## src/hw/rtl/pdot_pkg.sv

```systemverilog
// shared types, widths and action decode for the packed dot accumulate block
package pdot_pkg;

  localparam int DATA_W   = 32;
  localparam int ACTION_W = 3;

  // lane width select, taken from action bits 2..1
  typedef enum logic [1:0] {
    LW_16 = 2'd0,
    LW_8  = 2'd1,
    LW_4  = 2'd2,
    LW_2  = 2'd3
  } lane_w_t;

  // operation mode handed to the datapath
  typedef struct packed {
    lane_w_t lane_w;
    logic    is_unsigned;
  } pdot_mode_t;

  // split the action code into lane width and signedness
  function automatic pdot_mode_t decode_action(input logic [ACTION_W-1:0] action);
    pdot_mode_t m;
    m.lane_w      = lane_w_t'(action[2:1]);
    m.is_unsigned = action[0];
    return m;
  endfunction

endpackage

```

## src/hw/rtl/pdot_mac.sv

```systemverilog
// lane multipliers, per-width product sums and accumulator add
module pdot_mac (
  input  pdot_pkg::pdot_mode_t          mode,
  input  logic [pdot_pkg::DATA_W-1:0]   operand_a,
  input  logic [pdot_pkg::DATA_W-1:0]   operand_b,
  input  logic [pdot_pkg::DATA_W-1:0]   accumulator_in,
  output logic [pdot_pkg::DATA_W-1:0]   dot_result
);

  logic               ext_en;

  logic signed [16:0] a16 [2];
  logic signed [16:0] b16 [2];
  logic signed [33:0] p16 [2];
  logic        [31:0] sum16;

  logic signed [8:0]  a8 [4];
  logic signed [8:0]  b8 [4];
  logic signed [17:0] p8 [4];
  logic signed [19:0] sum8;

  logic signed [4:0]  a4 [8];
  logic signed [4:0]  b4 [8];
  logic signed [9:0]  p4 [8];
  logic signed [12:0] sum4;

  logic signed [2:0]  a2 [16];
  logic signed [2:0]  b2 [16];
  logic signed [5:0]  p2 [16];
  logic signed [6:0]  pair2 [8];
  logic signed [9:0]  sum2;

  logic [31:0]        lane_sum;

  // lanes get a sign bit only in signed modes
  assign ext_en = ~mode.is_unsigned;

  // 16-bit lanes, product wraps to 32 bits
  always_comb begin
    for (int i = 0; i < 2; i++) begin
      a16[i] = {ext_en & operand_a[16*i+15], operand_a[16*i +: 16]};
      b16[i] = {ext_en & operand_b[16*i+15], operand_b[16*i +: 16]};
      p16[i] = a16[i] * b16[i];
    end
    sum16 = p16[0][31:0] + p16[1][31:0];
  end

  // 8-bit lanes
  always_comb begin
    sum8 = '0;
    for (int i = 0; i < 4; i++) begin
      a8[i] = {ext_en & operand_a[8*i+7], operand_a[8*i +: 8]};
      b8[i] = {ext_en & operand_b[8*i+7], operand_b[8*i +: 8]};
      p8[i] = a8[i] * b8[i];
    end
    for (int i = 0; i < 4; i++) begin
      sum8 = sum8 + 20'(p8[i]);
    end
  end

  // 4-bit lanes
  always_comb begin
    sum4 = '0;
    for (int i = 0; i < 8; i++) begin
      a4[i] = {ext_en & operand_a[4*i+3], operand_a[4*i +: 4]};
      b4[i] = {ext_en & operand_b[4*i+3], operand_b[4*i +: 4]};
      p4[i] = a4[i] * b4[i];
    end
    for (int i = 0; i < 8; i++) begin
      sum4 = sum4 + 13'(p4[i]);
    end
  end

  // 2-bit lanes, summed in pairs first
  always_comb begin
    sum2 = '0;
    for (int i = 0; i < 16; i++) begin
      a2[i] = {ext_en & operand_a[2*i+1], operand_a[2*i +: 2]};
      b2[i] = {ext_en & operand_b[2*i+1], operand_b[2*i +: 2]};
      p2[i] = a2[i] * b2[i];
    end
    for (int i = 0; i < 8; i++) begin
      pair2[i] = 7'(p2[2*i]) + 7'(p2[2*i+1]);
    end
    for (int i = 0; i < 8; i++) begin
      sum2 = sum2 + 10'(pair2[i]);
    end
  end

  // pick the sum for the lane width, sign-extended to the word
  always_comb begin
    case (mode.lane_w)
      pdot_pkg::LW_16: lane_sum = sum16;
      pdot_pkg::LW_8:  lane_sum = 32'(sum8);
      pdot_pkg::LW_4:  lane_sum = 32'(sum4);
      pdot_pkg::LW_2:  lane_sum = 32'(sum2);
      default:         lane_sum = '0;
    endcase
  end

  // accumulate, wraps modulo 2^32
  assign dot_result = accumulator_in + lane_sum;

endmodule

```

## src/hw/rtl/packed_simd_dot_accumulate.sv

```systemverilog
// A request accepted into the input register moves on to the result register once that
// register is free, and its result is taken from there while out_ready is high.
// Throughput: one request per cycle; the input and result registers each
// stall only when the stage after them is full and not taken.
// Reset (rst_n low, synchronous) clears both stage valid flags; the data
// registers are not reset, so the block is ready at the first cycle after reset.
module packed_simd_dot_accumulate (
  input  logic                               clk,
  input  logic                               rst_n,
  input  logic                               in_valid,
  output logic                               in_ready,
  input  logic [pdot_pkg::ACTION_W-1:0]      in_action,
  input  logic [pdot_pkg::DATA_W-1:0]        in_operand_a,
  input  logic [pdot_pkg::DATA_W-1:0]        in_operand_b,
  input  logic [pdot_pkg::DATA_W-1:0]        in_accumulator_in,
  output logic                               out_valid,
  input  logic                               out_ready,
  output logic [pdot_pkg::DATA_W-1:0]        out_dot_result
);

  logic                              s1_valid_r;
  logic [pdot_pkg::ACTION_W-1:0]     s1_action_r;
  logic [pdot_pkg::DATA_W-1:0]       s1_a_r;
  logic [pdot_pkg::DATA_W-1:0]       s1_b_r;
  logic [pdot_pkg::DATA_W-1:0]       s1_acc_r;

  logic                              out_valid_r;
  logic [pdot_pkg::DATA_W-1:0]       out_result_r;

  logic                              s2_free;
  logic                              s2_load;
  logic                              s1_load;
  pdot_pkg::pdot_mode_t              mode;
  logic [pdot_pkg::DATA_W-1:0]       mac_result;

  // stage handshakes
  assign s2_free  = ~out_valid_r | out_ready;
  assign s2_load  = s1_valid_r & s2_free;
  assign in_ready = ~s1_valid_r | s2_free;
  assign s1_load  = in_valid & in_ready;

  // input register
  always_ff @(posedge clk) begin
    if (!rst_n) begin
      s1_valid_r <= 1'b0;
    end else if (in_ready) begin
      s1_valid_r <= in_valid;
    end
    if (s1_load) begin
      s1_action_r <= in_action;
      s1_a_r      <= in_operand_a;
      s1_b_r      <= in_operand_b;
      s1_acc_r    <= in_accumulator_in;
    end
  end

  // datapath
  assign mode = pdot_pkg::decode_action(s1_action_r);

  pdot_mac u_mac (
    .mode           (mode),
    .operand_a      (s1_a_r),
    .operand_b      (s1_b_r),
    .accumulator_in (s1_acc_r),
    .dot_result     (mac_result)
  );

  // result register
  always_ff @(posedge clk) begin
    if (!rst_n) begin
      out_valid_r <= 1'b0;
    end else if (s2_free) begin
      out_valid_r <= s1_valid_r;
    end
    if (s2_load) begin
      out_result_r <= mac_result;
    end
  end

  assign out_valid      = out_valid_r;
  assign out_dot_result = out_result_r;

  // assertions
  a_reset_empty: assert property (@(posedge clk)
    $past(!rst_n) |-> !out_valid_r && !s1_valid_r)
    else $error("stage valid set right after reset");

  a_stall_cause: assert property (@(posedge clk) disable iff (!rst_n)
    !in_ready |-> s1_valid_r && out_valid_r && !out_ready)
    else $error("input stalled with room in the pipeline");

  a_advance: assert property (@(posedge clk) disable iff (!rst_n)
    s2_load |=> out_valid_r && out_result_r == $past(mac_result))
    else $error("result register missed an advancing request");

  a_held_request: assert property (@(posedge clk) disable iff (!rst_n)
    s1_valid_r && !s2_free |=> s1_valid_r && $stable(s1_a_r) && $stable(s1_b_r))
    else $error("stalled request lost from input register");

endmodule
```

## config.mk

```make
export PLATFORM = sky130hd
export DESIGN_NAME = packed_simd_dot_accumulate
export DESIGN_NICKNAME = d
export VERILOG_FILES = /design/src/hw/rtl/pdot_pkg.sv /design/src/hw/rtl/pdot_mac.sv /design/src/hw/rtl/packed_simd_dot_accumulate.sv
export SDC_FILE = /design/constraint.sdc
export NUM_CORES = 2
export LEC_CHECK = 0
export BUFFER_PORTS_ARGS = -buffer_cell sky130_fd_sc_hd__buf_2
export CORE_MARGIN = 8
export CORE_UTILIZATION = 50
export CTS_CLUSTER_DIAMETER = 40
export DETAILED_ROUTE_END_ITERATION = 16
export HOLD_SLACK_MARGIN = 0.12
export PLACE_DENSITY_LB_ADDON = 0.1
export SYNTH_ARGS = -nofsm -noshare
export SYNTH_HDL_FRONTEND = slang
export SYNTH_HIERARCHICAL = 1
export SYNTH_SLANG_ARGS = --single-unit
export TNS_END_PERCENT = 10
```

## constraint.sdc

```tcl
create_clock -name clk -period 10.7 [get_ports clk]
set_clock_uncertainty 0.1 [all_clocks]
set_input_delay 1.07 -clock clk [delete_from_list [all_inputs] [get_ports clk]]
set_output_delay 1.07 -clock clk [all_outputs]
set_load 0.05 [all_outputs]
```

; ---- After elaboration in Yosys (flattened, before gate mapping)
; Index checks and enable logic that the tools add are counted.
[word_totals]
reg_bits = 133
latchBits = 0
ram_bits = 0
rom_bits = 0
inputBits = 103
mem_count = 0
[classes]
n_addsub = 27
multipliers = 30
n_div = 0
magnitude_cmp = 0
eq_ne = 3
n_shift = 0
mux = 1
bitwise = 39
n_reduce_logical = 1
[op_table]
columns = cell, count
row1 = $pmux W32 S4, 1
row2 = $mul A3 B3 Y6, 16
row3 = $mul A5 B5 Y10, 8
row4 = $mul A9 B9 Y18, 4
row5 = $add A13 B10 Y13, 5
row6 = $add A32 B32 Y32, 2
row7 = $mul A17 B17 Y32, 2
row8 = $add A6 B6 Y7, 8
row9 = $add A10 B7 Y10, 5
row10 = $and A1 B1 Y1, 34
row11 = $add A19 B18 Y20, 1
row12 = $add A20 B18 Y20, 1
row13 = $add A18 B18 Y19, 1
row14 = $add A11 B10 Y12, 1
row15 = $add A10 B10 Y11, 1
row16 = $add A8 B7 Y9, 1
row17 = $add A7 B7 Y8, 1
row18 = $eq A2 B2 Y1 const B, 2
row19 = $not A1 Y1, 3
row20 = $eq A2 B1 Y1 const B, 1
row21 = $logic_not A2 Y1, 1
row22 = $or A1 B1 Y1, 2

; ---- Logic depth before layout (Yosys ltp)
[logic_depth]
word_depth = 13
depth_mapped = 43
mapped_depth_nobuf = 40

; ---- Cells and area by module
; The synthesis kept the hierarchy.
[by_module_without_submodules]
columns = module, instances, cells_each, area_per_inst_um2, seq_area_each_um2
row1 = pdot_mac, 1, 5081, 49316.0, 0.0
row2 = packed_simd_dot_accumulate, 1, 140, 4037.6, 3973.8

; ---- Worst setup path after synthesis
; Ideal clock, no wire load.
[synth_path]
kind = register to register
start = register s1_action_r, in the netlist mode[0]
end = register out_result_r, in the netlist out_dot_result[31] (data pin)
arrival_ps = 9785
required_ps = 10341
setup_slack_ps = 555
path_stages_with_launch = 41
n_path_buf = 3
period_less_slack_ps = 10145
path_cell_list = edfxtp_1 -> clkbuf_1 -> nor2b_1 -> clkbuf_1 -> clkinv_1 -> nor2_1 -> fa_1 -> inv_1 -> fa_1 -> inv_1 -> fa_1 -> fa_1 -> fa_1 -> fa_1 -> inv_1 -> fa_1 -> inv_1 -> fa_1 -> [5 not listed] -> a21oi_1 -> o21ai_0 -> mux2i_1 -> nor3_2 -> nor2_2 -> buf_2 -> a21oi_1 -> ha_1 -> a21o_1 -> a21o_1 -> nand2_1 -> nand2_1 -> a21o_1 -> a2111oi_0 -> nor2_1 -> nor2_1 -> o211ai_1 -> xnor2_1
[synth_via]
elab_chain_len = 13
word_cells_on_any_way = 91
cone_classes = 27 x add/sub / 30 x mul / 1 x mux / 33 x bitwise
[synth_rtl]
columns = element, line_no
row1 = from (decl), packed_simd_dot_accumulate.sv:22  ; logic [pdot_pkg::ACTION_W-1:0] s1_action_r;
row2 = from (signal assigned), packed_simd_dot_accumulate.sv:50  ; s1_action_r <= in_action;
row3 = $not A1 Y1 (*), pdot_mac.sv:36  ; assign ext_en = ~mode.is_unsigned;
row4 = branches (longest 10 deep; another with $add A13 B10 Y13), --
row5 = $pmux W32 S4 (*), pdot_mac.sv:92  ; case (mode.lane_w)
row6 = $add A32 B32 Y32 (*), pdot_mac.sv:102  ; assign dot_result = accumulator_in + lane_sum;
row7 = named net mac_result (one bit), packed_simd_dot_accumulate.sv:34  ; logic [pdot_pkg::DATA_W-1:0] mac_result;
row8 = to (signal assigned), packed_simd_dot_accumulate.sv:76  ; out_result_r <= mac_result;
row9 = to (decl), packed_simd_dot_accumulate.sv:28  ; logic [pdot_pkg::DATA_W-1:0] out_result_r;
; Mark *: on every way through the listed nets, which the timed path passes.
; A chain may end at the register's enable or synchronous reset.

; ---- Worst setup path in the final report
[layout_path]
start = register s1_action_r, in the netlist mode[0]
end = register out_result_r, in the netlist out_dot_result[30] (data pin)
; The elaborated chain is that of the path after synthesis.

==> reports/qor.yml <==
r2r-start: "mode[0]"
die_area_um2: 117000
htreeDepth: 4
viasPerCell: 5.33
clock-root-buffer: "clkbuf_16"
synth_enable_flop_cells: 131
grt_remaining_overflow: 0
end_kind: "register"
met3_usage: 0.0838
synth_cell_types: 69
gp_routability_congestion: 1.07
setup_violations: 0
hold_viol: 0
regArea_um2: 3970
synth_cells: 5221
max_cap_violations: 0
synthArstFlopShare: 0
layout.cells.non_filler: 6997
cp_top_family: "adder cells"
dp.cells: 6913
reg2regPathDepth: 40
crit_start: "mode[0]"
core_um2: 106000
cp-start-kind: "register"
synth.most_common_cell: "inv_1"
ant_nets: 0
die_x_um: 343
yosys_warnings: 6
grt_first_pass_wirelength_um: 292000
path_common_cell: "fa_1"
cts_max_path_buffers: 2
io_pins: 137
finalCritPeriodShare: 0.975
ys_seq_area_frac: 0.0745
worstReg2RegEnd: "out_dot_result[30]"
syn_area_per_cell_um2: 10.2
path_buf_inv: 9
use_met2: 0.548
port_buffers: 136
drt_iter0_markers: 3367
cts_hold_buffers: 0
crit_type: "reg -> reg"
nFillCells: 9730
via_count: 37300
cp_max_fo: 8
clock.fmax_mhz: 95.8
tritoncts: "yes"
start_util: 0.501
die_height_um: 343
synth_top_area_share: 0.558
first_pass_iters: 8
cp.depth: 40
insertion_delay_ps: 570
hp-class: "reg -> reg"
synth.area.top_cells: "fa_1 (56%), inv_1 (12%), ha_1 (9.2%), edfxtp_1 (7.4%), and2_1 (2.7%)"
tightestPinTransition_ps: 1070
syn_area_um2: 53400
drive_gt1_frac: 0.112
dp_hpwl_um: 184000
track_usage: 0.361
synth_common_cells: "inv_1 (1767), fa_1 (1486), ha_1 (394)"
nets: 7552
r2r_slack_ps: 270
slowest_delay_ps: 670
cts_num_sinks: 133
dp_slack_ps: -362
place_area_um2: 57600
cts_made_buffers: 17
syn_to_final_growth_pct: 10.6
drt-total-wl_um: 206000
grt_pass1_vias: 39700
drc: 0
period_minus_slack_ps: 10430
critPathCapture: "out_dot_result[30]"
final_area_um2: 59000
outcome: "completed"
use_met1: 0.487
multi_input_area_um2: 42500
max_slew_margin: 0.289
crit_arrival_ps: 10610
syn_nets: 7204
antenna_found_initial: 24
grt_start_max_net_pins: 53
gr-max-usage-layer: "met2"
clk_pin_slew_worst_paths_ps: 110
num_rows: 120
wire_per_inst_um: 29.5
final.setup.worst_slack_ps: 265
yosys.area.top_type: "fa_1"
slew_viol_final: 0
ys_seq_elements: 133
ys.flop_type: "edfxtp_1"
required_ps: 10880
slowest_stage: "fa_2"
[sequential cells by signal (all words and copies together), names as in the netlist]
signal / count
mode: 3
out_dot_result: 32
out_valid: 1
s1_a_r: 32
s1_acc_r: 32
s1_b_r: 32
s1_valid_r: 1
[metrics by stage]
stage / hold WS [ps] / setup TNS [ps] / util
CTS: 453 / 0 / 0.547
finish: 448 / 0 / 0.554
global route: 476 / -45.5 / 0.554
floorplan: 426 / 0 / -
global placement: 427 / -1230 / 0.541
detailed placement: 441 / -1760 / 0.541
[layout by cell type, fill, tap and decap left out, types with 9 or more instances in the layout]
cell / Yosys / layout
diode_2: 0 / 12
edfxtp_1: 131 / 131
nand3_1: 15 / 15
nor2_2: 2 / 11
ha_1: 394 / 392
buf_4: 0 / 295
buf_12: 0 / 21
nor2b_1: 30 / 21
fa_1: 1486 / 1472
and2_1: 233 / 226
or2_2: 21 / 17
inv_1: 1767 / 1752
buf_2: 2 / 137
fa_2: 0 / 14
clkbuf_16: 0 / 19
nand2_1: 377 / 373
a21oi_1: 91 / 81
o21bai_1: 9 / 9
xor2_1: 37 / 37
clkinvlp_4: 0 / 9
xnor2_1: 125 / 122
o21ai_0: 56 / 51
nand2b_1: 65 / 63
a21o_1: 27 / 26
nor2_1: 101 / 87
a21oi_2: 3 / 11
inv_2: 0 / 12
o21a_1: 17 / 17
[cell type report]
type	instances	area share
Clock buffer	17	0.00721
Clock inverter	15	0.00284
Inverter	1769	0.113
Antenna cell	12	0.000509
Timing Repair Buffer	462	0.0585
Multi-Input combinational cell	3186	0.721
Sequential cell	133	0.0674
Tap cell	1403	0.0298
[routing by layer]
layer,routed length (um),vias up
met3,19000,380
met5,62,-
met2,92000,1794
met1,81200,19600
li1,-,15500
met4,13800,10
[kinds of logic (layout without fill, tap and decap cells)]
group	Yosys count	count (layout)	synth area share
DFF	133	133	0.0745
and+or+nand+nor	872	872	0.0802
other	1	13	0.0000703
buffers and inverters	1902	2263	0.134
xor gates and xnor gates	162	162	0.0266
muxes	8	8	0.00314
AOI/OAI and AO/OA	263	263	0.0317
adders and majority gates	1880	1880	0.650
[worst reg2reg max path: cells and delay by family (launching register included)]
family	cells	cell delay, ps
fa+ha+maj	10	4710
xor+xnor	2	300
buf+inv	9	1120
compound gates	12	2120
simple gates	7	1390
flops	1	430
[worst min-delay path by stage]
stage / startpoint / endpoint / slack (ps) / cells after the start
5_1_grt: out_valid / s1_valid_r / 480 / 2
4_1_cts: out_valid / s1_valid_r / 450 / 2
6_report: out_valid / s1_valid_r / 450 / 2
3_5_place_dp: out_valid / s1_valid_r / 440 / 2
3_3_place_gp: out_valid / s1_valid_r / 430 / 2
2_1_floorplan: s1_acc_r[0] / out_dot_result[0] / 430 / 1
[timing repair]
item                       4_1_cts  5_1_grt
pin swaps                        1       26
setup endpoints to repair       10       11
setup buffers                    0       37
resized for setup                5      107
gates cloned                     0        3
Power is not shown: default switching activity piles up to over one toggle a cycle in this logic, so the estimate is an artifact.
